$ cat src/rtl/eti_pkg.sv
// Package for the escape-time iteration block.
// Holds shared constants, the sequencer state type and the product phase type.
// No dependencies.
package eti_pkg;

  // Input number format: signed Q4.28 in 32 bits.
  localparam int IN_W    = 32;
  localparam int IN_FRAC = 28;

  // Width of the shared multiplier operands.
  localparam int MUL_W = 32;

  // Width of the iteration count field on the result stream.
  localparam int CNT_OUT_W = 16;

  // Reset value of the iteration limit register.
  localparam logic [CNT_OUT_W-1:0] MAX_ITER_RESET = 16'd50;

  // Default parameter values.
  localparam int FRAC_BITS_DEF  = 28;
  localparam int COUNT_BITS_DEF = 16;

  // Sequencer states.
  typedef enum logic [2:0] {
    ST_IDLE,
    ST_MAG,
    ST_MUL,
    ST_DRAIN,
    ST_POST,
    ST_CHECK,
    ST_UPDATE,
    ST_FIN
  } eti_state_t;

  // Which product the shared multiplier is working on.
  typedef enum logic [1:0] {
    PH_SQ_RE,
    PH_SQ_IM,
    PH_CROSS
  } eti_phase_t;

endpackage

$ cat src/rtl/escape_time_iteration.sv
// One point is in work at a time: in_tready is high only in the idle state, so a new
// point is taken only once the last one has handed its result to the output register.
// The single 32x32 multiplier computes both squares and the cross product of every
// iteration in turn. Reset (rst_n low, synchronous) empties the block and sets
// max_iterations to 50.
//
// Escape-time iteration z = z*z + c for Mandelbrot and Julia rendering.
// Depends on eti_pkg.
module escape_time_iteration #(
  parameter int FRAC_BITS  = eti_pkg::FRAC_BITS_DEF,
  parameter int COUNT_BITS = eti_pkg::COUNT_BITS_DEF
) (
  input  logic         clk,
  input  logic         rst_n,
  // Input stream.
  input  logic         in_tvalid,
  output logic         in_tready,
  // [31:0] start_real, [63:32] start_imag, [95:64] const_real, [127:96] const_imag
  input  logic [127:0] in_tdata,
  // Result stream.
  output logic         out_tvalid,
  input  logic         out_tready,
  // [15:0] iteration_count, [16] escaped, [23:17] zero
  output logic [23:0]  out_tdata,
  // Iteration limit register.
  input  logic         cfg_wr_en,
  input  logic [15:0]  cfg_wr_data
);

  // Internal z and c: FRAC_BITS fraction bits, 4 integer bits and sign.
  localparam int ZW   = FRAC_BITS + 5;
  localparam int MAGW = FRAC_BITS + 4;
  localparam int NCH  = (MAGW + eti_pkg::MUL_W - 1) / eti_pkg::MUL_W;
  localparam int OPW  = NCH * eti_pkg::MUL_W;
  localparam int PW   = 2 * OPW;
  localparam int DW   = FRAC_BITS + 8;
  localparam int EW   = FRAC_BITS + eti_pkg::IN_W + 1;
  localparam int IW   = (NCH > 1) ? $clog2(NCH) : 1;
  localparam int KW   = (2 * NCH - 1 > 1) ? $clog2(2 * NCH - 1) : 1;
  localparam int CNTW = (COUNT_BITS < eti_pkg::CNT_OUT_W) ? COUNT_BITS : eti_pkg::CNT_OUT_W;
  localparam logic [DW:0] FOUR = (DW + 1)'(4) << FRAC_BITS;
  localparam logic [IW-1:0] CH_LAST = IW'(NCH - 1);
  localparam logic [eti_pkg::CNT_OUT_W-1:0] CNT_CAP =
    eti_pkg::CNT_OUT_W'((33'(1) << CNTW) - 33'(1));

  eti_pkg::eti_state_t state_r, state_nxt;
  eti_pkg::eti_phase_t phase_r;

  logic [15:0]            max_iter_r;
  logic [CNTW-1:0]        limit_r;
  logic [CNTW-1:0]        count_r;
  logic signed [ZW-1:0]   zr_r, zi_r, cr_r, ci_r, xr_r;
  logic [OPW-1:0]         zr_mag_r, zi_mag_r;
  logic                   sd_r;
  logic [DW-1:0]          dr_r, di_r;
  logic                   esc_r;
  logic [IW-1:0]          ia_r, ib_r;
  logic [2*eti_pkg::MUL_W-1:0] pp_r;
  logic [KW-1:0]          k_r;
  logic                   pp_v_r;
  logic [PW-1:0]          acc_r;
  logic                   out_valid_r;
  logic [eti_pkg::CNT_OUT_W-1:0] out_cnt_r;
  logic                   out_esc_r;

  logic                   in_xfer;
  logic                   fin_go;
  logic                   mul_last;
  logic [OPW-1:0]         op_a, op_b;
  logic [eti_pkg::MUL_W-1:0] a_ch, b_ch;
  logic [PW-1:0]          pp_ext;
  logic [PW:0]            sp_pos, sp_sgn;
  logic [DW:0]            mag_sum;
  logic                   escape_now;
  logic                   at_limit;
  logic signed [ZW-1:0]   zr_abs, zi_abs;
  logic signed [DW+1:0]   zr_wide;
  logic signed [ZW:0]     zi_wide;
  logic [15:0]            limit16;

  // Q4.28 input to internal format: exact left shift or flooring right shift.
  function automatic logic signed [ZW-1:0] to_internal(input logic [eti_pkg::IN_W-1:0] raw);
    logic signed [EW-1:0] t;
    t = EW'($signed(raw)) <<< FRAC_BITS;
    return t[eti_pkg::IN_FRAC +: ZW];
  endfunction

  assign in_xfer   = in_tvalid && in_tready;
  assign in_tready = (state_r == eti_pkg::ST_IDLE);
  assign fin_go    = (state_r == eti_pkg::ST_FIN) && (!out_valid_r || out_tready);

  // Effective limit, capped by the counter width.
  assign limit16 = (max_iter_r > CNT_CAP) ? CNT_CAP : max_iter_r;

  // Operand selection and chunking for the shared multiplier.
  always_comb begin
    case (phase_r)
      eti_pkg::PH_SQ_RE: begin
        op_a = zr_mag_r;
        op_b = zr_mag_r;
      end
      eti_pkg::PH_SQ_IM: begin
        op_a = zi_mag_r;
        op_b = zi_mag_r;
      end
      eti_pkg::PH_CROSS: begin
        op_a = zr_mag_r;
        op_b = zi_mag_r;
      end
      default: begin
        op_a = zr_mag_r;
        op_b = zi_mag_r;
      end
    endcase
  end

  assign a_ch     = op_a[eti_pkg::MUL_W * ia_r +: eti_pkg::MUL_W];
  assign b_ch     = op_b[eti_pkg::MUL_W * ib_r +: eti_pkg::MUL_W];
  assign mul_last = (ia_r == CH_LAST) && (ib_r == CH_LAST);
  assign pp_ext   = PW'(pp_r) << (eti_pkg::MUL_W * k_r);

  // Signed cross product from the unsigned magnitude product.
  assign sp_pos = {1'b0, acc_r};
  assign sp_sgn = sd_r ? ((PW + 1)'(0) - sp_pos) : sp_pos;

  // Escape and limit tests on the current z.
  assign mag_sum    = {1'b0, dr_r} + {1'b0, di_r};
  assign escape_now = (mag_sum >= FOUR);
  assign at_limit   = (count_r >= limit_r);

  // Magnitudes of the current z.
  assign zr_abs = zr_r[ZW-1] ? -zr_r : zr_r;
  assign zi_abs = zi_r[ZW-1] ? -zi_r : zi_r;

  // Next z.
  assign zr_wide = $signed({2'b00, dr_r}) - $signed({2'b00, di_r}) + (DW + 2)'(cr_r);
  assign zi_wide = (ZW + 1)'(xr_r) + (ZW + 1)'(ci_r);

  // Next-state logic of the sequencer.
  always_comb begin
    state_nxt = state_r;
    case (state_r)
      eti_pkg::ST_IDLE: begin
        if (in_xfer) state_nxt = eti_pkg::ST_MAG;
      end
      eti_pkg::ST_MAG: begin
        state_nxt = eti_pkg::ST_MUL;
      end
      eti_pkg::ST_MUL: begin
        if (mul_last) state_nxt = eti_pkg::ST_DRAIN;
      end
      eti_pkg::ST_DRAIN: begin
        state_nxt = eti_pkg::ST_POST;
      end
      eti_pkg::ST_POST: begin
        case (phase_r)
          eti_pkg::PH_SQ_RE: state_nxt = eti_pkg::ST_MUL;
          eti_pkg::PH_SQ_IM: state_nxt = eti_pkg::ST_CHECK;
          default:           state_nxt = eti_pkg::ST_UPDATE;
        endcase
      end
      eti_pkg::ST_CHECK: begin
        if (escape_now || at_limit) state_nxt = eti_pkg::ST_FIN;
        else                        state_nxt = eti_pkg::ST_MUL;
      end
      eti_pkg::ST_UPDATE: begin
        state_nxt = eti_pkg::ST_MAG;
      end
      eti_pkg::ST_FIN: begin
        if (fin_go) state_nxt = eti_pkg::ST_IDLE;
      end
      default: begin
        state_nxt = eti_pkg::ST_IDLE;
      end
    endcase
  end

  // State register.
  always_ff @(posedge clk) begin
    if (!rst_n) begin
      state_r <= eti_pkg::ST_IDLE;
    end else begin
      state_r <= state_nxt;
    end
  end

  // Control registers: limit register, product valid and result valid.
  always_ff @(posedge clk) begin
    if (!rst_n) begin
      max_iter_r  <= eti_pkg::MAX_ITER_RESET;
      pp_v_r      <= 1'b0;
      out_valid_r <= 1'b0;
    end else begin
      if (cfg_wr_en) max_iter_r <= cfg_wr_data;
      pp_v_r <= (state_r == eti_pkg::ST_MUL);
      if (fin_go)          out_valid_r <= 1'b1;
      else if (out_tready) out_valid_r <= 1'b0;
    end
  end

  // Multiplier stage: one 32x32 partial product per cycle, registered.
  always_ff @(posedge clk) begin
    pp_r <= a_ch * b_ch;
    k_r  <= KW'(ia_r) + KW'(ib_r);
  end

  // Datapath registers, sequenced by state.
  always_ff @(posedge clk) begin
    // Accumulate the registered partial product at its chunk offset.
    if (pp_v_r) acc_r <= acc_r + pp_ext;

    case (state_r)
      eti_pkg::ST_IDLE: begin
        if (in_xfer) begin
          zr_r    <= to_internal(in_tdata[31:0]);
          zi_r    <= to_internal(in_tdata[63:32]);
          cr_r    <= to_internal(in_tdata[95:64]);
          ci_r    <= to_internal(in_tdata[127:96]);
          count_r <= '0;
          limit_r <= limit16[CNTW-1:0];
        end
      end
      eti_pkg::ST_MAG: begin
        zr_mag_r <= OPW'(zr_abs[ZW-2:0]);
        zi_mag_r <= OPW'(zi_abs[ZW-2:0]);
        sd_r     <= zr_r[ZW-1] ^ zi_r[ZW-1];
        phase_r  <= eti_pkg::PH_SQ_RE;
        ia_r     <= '0;
        ib_r     <= '0;
        acc_r    <= '0;
      end
      eti_pkg::ST_MUL: begin
        // Step through the chunk pairs, low chunk of op_a fastest.
        if (ia_r == CH_LAST) begin
          ia_r <= '0;
          if (ib_r == CH_LAST) ib_r <= '0;
          else                 ib_r <= ib_r + 1'b1;
        end else begin
          ia_r <= ia_r + 1'b1;
        end
      end
      eti_pkg::ST_POST: begin
        case (phase_r)
          eti_pkg::PH_SQ_RE: begin
            dr_r    <= acc_r[FRAC_BITS +: DW];
            phase_r <= eti_pkg::PH_SQ_IM;
            acc_r   <= '0;
          end
          eti_pkg::PH_SQ_IM: begin
            di_r <= acc_r[FRAC_BITS +: DW];
          end
          default: begin
            // floor(2*zr*zi / 2^F) as a part-select of the signed product.
            xr_r <= sp_sgn[FRAC_BITS - 1 +: ZW];
          end
        endcase
      end
      eti_pkg::ST_CHECK: begin
        if (escape_now) begin
          esc_r <= (count_r < limit_r);
        end else if (at_limit) begin
          esc_r <= 1'b0;
        end else begin
          phase_r <= eti_pkg::PH_CROSS;
          acc_r   <= '0;
        end
      end
      eti_pkg::ST_UPDATE: begin
        zr_r    <= zr_wide[ZW-1:0];
        zi_r    <= zi_wide[ZW-1:0];
        count_r <= count_r + 1'b1;
      end
      eti_pkg::ST_FIN: begin
        if (fin_go) begin
          out_cnt_r <= eti_pkg::CNT_OUT_W'(count_r);
          out_esc_r <= esc_r;
        end
      end
      default: begin
      end
    endcase
  end

  assign out_tvalid = out_valid_r;
  assign out_tdata  = {7'd0, out_esc_r, out_cnt_r};

`ifndef SYNTH
  // An escaped point always stops below the limit.
  a_esc_below_limit: assert property (@(posedge clk) disable iff (!rst_n)
    (fin_go && esc_r) |-> (count_r < limit_r))
    else $error("escaped result at or above the iteration limit");

  // A point that did not escape ran exactly to the limit.
  a_inside_at_limit: assert property (@(posedge clk) disable iff (!rst_n)
    (fin_go && !esc_r) |-> (count_r == limit_r))
    else $error("non-escaped result stopped before the limit");

  // The counter never passes the limit while a point is in work.
  a_count_bounded: assert property (@(posedge clk) disable iff (!rst_n)
    (state_r != eti_pkg::ST_IDLE) |-> (count_r <= limit_r))
    else $error("iteration count exceeds the limit");

  // Partial products only arrive while a multiply is issuing or draining.
  a_pp_in_mul: assert property (@(posedge clk) disable iff (!rst_n)
    pp_v_r |-> ((state_r == eti_pkg::ST_MUL) || (state_r == eti_pkg::ST_DRAIN)))
    else $error("partial product outside a multiply");
`endif

endmodule

$ cat config.mk
export PLATFORM = sky130hd
export DESIGN_NAME = escape_time_iteration
export DESIGN_NICKNAME = d
export VERILOG_FILES = /design/src/rtl/eti_pkg.sv /design/src/rtl/escape_time_iteration.sv
export SDC_FILE = /design/constraint.sdc
export NUM_CORES = 2
export LEC_CHECK = 0
export BUFFER_PORTS_ARGS = -buffer_cell sky130_fd_sc_hd__buf_4
export CELL_PAD_IN_SITES_DETAIL_PLACEMENT = 1
export CELL_PAD_IN_SITES_GLOBAL_PLACEMENT = 1
export CORE_MARGIN = 2
export CORE_UTILIZATION = 35
export DETAILED_ROUTE_END_ITERATION = 12
export GPL_ROUTABILITY_DRIVEN = 0
export PLACE_DENSITY_LB_ADDON = 0.15
export REMOVE_ABC_BUFFERS = 1
export SYNTH_ARGS = -nofsm -noshare
export SYNTH_HDL_FRONTEND = slang
export SYNTH_SLANG_ARGS = --single-unit
$ cat constraint.sdc
create_clock -name clk -period 11.7 [get_ports clk]
set_input_delay 2.925 -clock clk [delete_from_list [all_inputs] [get_ports clk]]
set_output_delay 2.925 -clock clk [all_outputs]
set_load 0.02 [all_outputs]
==> impl_metrics.py <==
metrics = {
    "outcome": {
        "status": "complete, no violations",
    },
    "synthesis": {
        "synthTopCellsByCount": "1065 x inv_1, 931 x fa_1, 830 x nand2_1",
        "synth.most_common_cell": "inv_1",
        "ys_ff_latch": 501,
        "yosysUniqueCellTypes": 84,
        "syn_area_um2": 60340,
        "synth_edf_count": 352,
        "synth_top_cell_area_share_pct": 30.89,
        "ys_top_cells_by_area": "fa_1 31%, edfxtp_1 18%, ha_1 9.2%, inv_1 6.6%, nand2_1 5.2%",
        "yosys.area.top_type": "fa_1",
        "synth_cells": 6487,
        "yosys_warnings": 0,
        "yosysSeqAreaShare_pct": 22.46,
        "synthFlopType": "edfxtp_1",
        "synthesis.area_per_instance_um2": 9.302,
        "synthArstFlopShare_pct": 0,
    },
    "worst_setup_path": {
        "cpMostUsedCell": "fa_1",
        "worstPathArrival_ps": 11370,
        "slowest_stage": "and2_1",
        "critPathBufInv": 3,
        "worstPathRequired_ps": 12210,
        "crit_type": "flop to flop",
        "cp_max_fo": 36,
        "path_delay_family": "adder cells",
        "cpPeakStageDelay_ps": 830,
        "endpoint_kind": "flop",
        "start_kind": "flop",
    },
    "timing": {
        "timing.final.crit_share_pct": 92.77,
        "period_minus_slack_ps": 10850,
        "tns_ps": 0,
        "fmax_mhz": 92.13,
        "maxSlewViolCount": 0,
        "rsz0062_at_grt": "false",
        "tightest_slew_ps": 1301,
        "timing.slew.headroom_pct": 13.02,
        "setup_violations": 0,
        "clock_skew_ps": 26.43,
        "hold_viol_final": 0,
    },
    "cts": {
        "clk_pin_slew_ps": 70,
        "cts_tree": "done",
        "cts_buffers": 53,
        "cts_resized": 0,
        "root_buffer": "clkbuf_16",
        "htreeDepth": 2,
        "clockBufferDepth": 3,
        "cts_setup_buffers": 0,
        "clkSinkCount": 501,
        "ctsHoldBuffers": 0,
        "clk_latency_ps": 640,
    },
    "detailed_routing": {
        "met2_length_um": 99990,
        "top_layer_used": "met5",
        "drcViolationCount": 0,
        "via_count": 46180,
        "drt_wl_total_um": 215200,
        "detail-route-antenna-nets": 0,
        "wl_met1_um": 98880,
        "drt_iter0_drc": 2850,
        "routedWlPerCell_um": 24.10,
        "avgViaCountPerCell": 5.171,
        "wl_met3_um": 9777,
        "drt_pass1_iterations": 5,
    },
    "floorplan": {
        "rows": 152,
        "die_w_um": 419.2,
        "start_util_pct": 35.21,
        "die_area_um2": 175700,
        "io_pins": 175,
        "die_h_um": 419.2,
        "core_area_um2": 171400,
    },
    "finish": {
        "fill_cells": 19710,
        "area_delta_synth_final_pct": 10.07,
        "finalNetCount": 8102,
        "layout-drive-gt1-share_pct": 6.829,
    },
    "grt": {
        "grt_overflow": 0,
        "grt_pass1_vias": 50370,
        "track_usage_pct": 24.87,
        "antenna_found_initial": 9,
        "grt_max_degree": 82,
        "grt_pass1_wl_um": 325900,
    },
    "min_path": {
        "hp-class": "flop to flop",
    },
    "placed_design": {
        "port_buffers": 167,
        "dpl.hpwl_um": 179000,
    },
    "flow_run": {
        "drv_cap": 0,
    },
}
==> cell type report <==
class | count | area (um2) | share of cell area (%)
Antenna cell | 1 | 2.502 | 0.003768
Inverter | 1066 | 4001 | 6.025
Clock inverter | 33 | 354.1 | 0.5331
Multi-Input combinational cell | 4660 | 41970 | 63.19
Tap cell | 2310 | 2890 | 4.352
Timing Repair Buffer | 294 | 2220 | 3.342
Sequential cell | 501 | 13560 | 20.41
Clock buffer | 65 | 1423 | 2.142
==> worst register-to-register path: stages, from the launching register on <==
cell and delay, ps:
edfxtp_1 630, or2_2 750, nand2_1 240, and2_1 830, buf_4 340, nor2_1 80
fa_1 580, fa_1 450, fa_1 520, inv_1 60, fa_1 490, inv_1 80
fa_1 490, fa_1 570, fa_1 440, fa_1 470, ha_1 440, nand4_1 220
or4_1 570, a211oi_1 500, o31a_1 390, o31a_1 260, a21boi_1 160, a21o_1 280
o41a_1 500, nand2_1 150, a31oi_1 120, xnor2_1 150
==> stage by stage <==
step / std cells / utilization (%) / setup slack (ps) / hold slack, ps / instance area (um2)
finish: 8930 / 38.76 / 845.4 / 435.1 / 66420
global route: 8929 / 38.76 / 672.2 / 449.0 / 66410
CTS: 8929 / 38.76 / 891.3 / 438.7 / 66410
detailed placement: 8831 / 37.72 / 940.5 / 419.9 / 64640
global placement: 8831 / 37.72 / 1085 / 416.4 / 64640
floorplan: 6227 / - / 599.6 / 400.3 / 59290
==> registers in the layout, indices dropped and copies added, names as in the netlist, 2 cells and up <==
register and flops:
acc_r 64, pp_r 64, di_r 36, dr_r 36, xr_r 33, zi_r 33, zr_r 33, ci_r 32
cr_r 32, zi_mag_r 32, zr_mag_r 32, count_r 16, limit_r 16, max_iter_r 16, out_cnt_r 16, state_r 3
phase_r 2
==> routing by layer <==
layer,vias to the layer above,GRT usage [%]
li1,20820,-
met1,24000,35.11
met2,1115,40.76
met3,244,2.259
met4,2,6.822
met5,-,0
==> cells in the final DEF, fill, tap and decap left out, types with 30 or more instances in the layout <==
cell type / synthesis / layout
nand2b_1: 49 / 48
nor3_1: 43 / 43
fa_1: 931 / 931
nand3_1: 55 / 55
nor2_1: 801 / 797
o21ai_0: 246 / 246
nand2_1: 830 / 829
clkbuf_16: 0 / 54
and3_1: 32 / 32
buf_4: 10 / 293
inv_1: 1065 / 1065
xnor2_1: 201 / 201
o21a_1: 31 / 31
a21o_1: 104 / 104
a21oi_1: 250 / 250
o31ai_1: 36 / 36
a31oi_1: 30 / 30
nand4_1: 37 / 37
o21bai_1: 38 / 38
ha_1: 446 / 446
dfxtp_1: 149 / 148
xor2_1: 77 / 77
nor2b_1: 34 / 33
edfxtp_1: 352 / 352
mux2i_1: 119 / 86
and2_1: 35 / 33
==> worst paths after layout <==
| path | to | slack, ps | from | cells after the start |
|---|---|---|---|---|
| max | pp_r[59] | 850 | phase_r[0] | 27 |
| min | limit_r[3] | 440 | max_iter_r[3] | 0 |
| max reg2reg | pp_r[59] | 850 | phase_r[0] | 27 |
| min reg2reg | limit_r[3] | 440 | max_iter_r[3] | 0 |
==> cells by family (layout without fill, tap and decap cells) <==
group	after synthesis	in the layout	synth area share [%]
compound gates	871	871	8.948
fa+ha+maj	1377	1377	40.14
other cells	1	8	0.006215
flops	501	501	22.46
simple gates	2006	2006	14.00
mux	121	121	2.011
xor+xnor	278	278	4.035
buf+inv	1332	1458	8.400
Power is not shown: default switching activity piles up to over one toggle a cycle in this logic, so the estimate is an artifact.
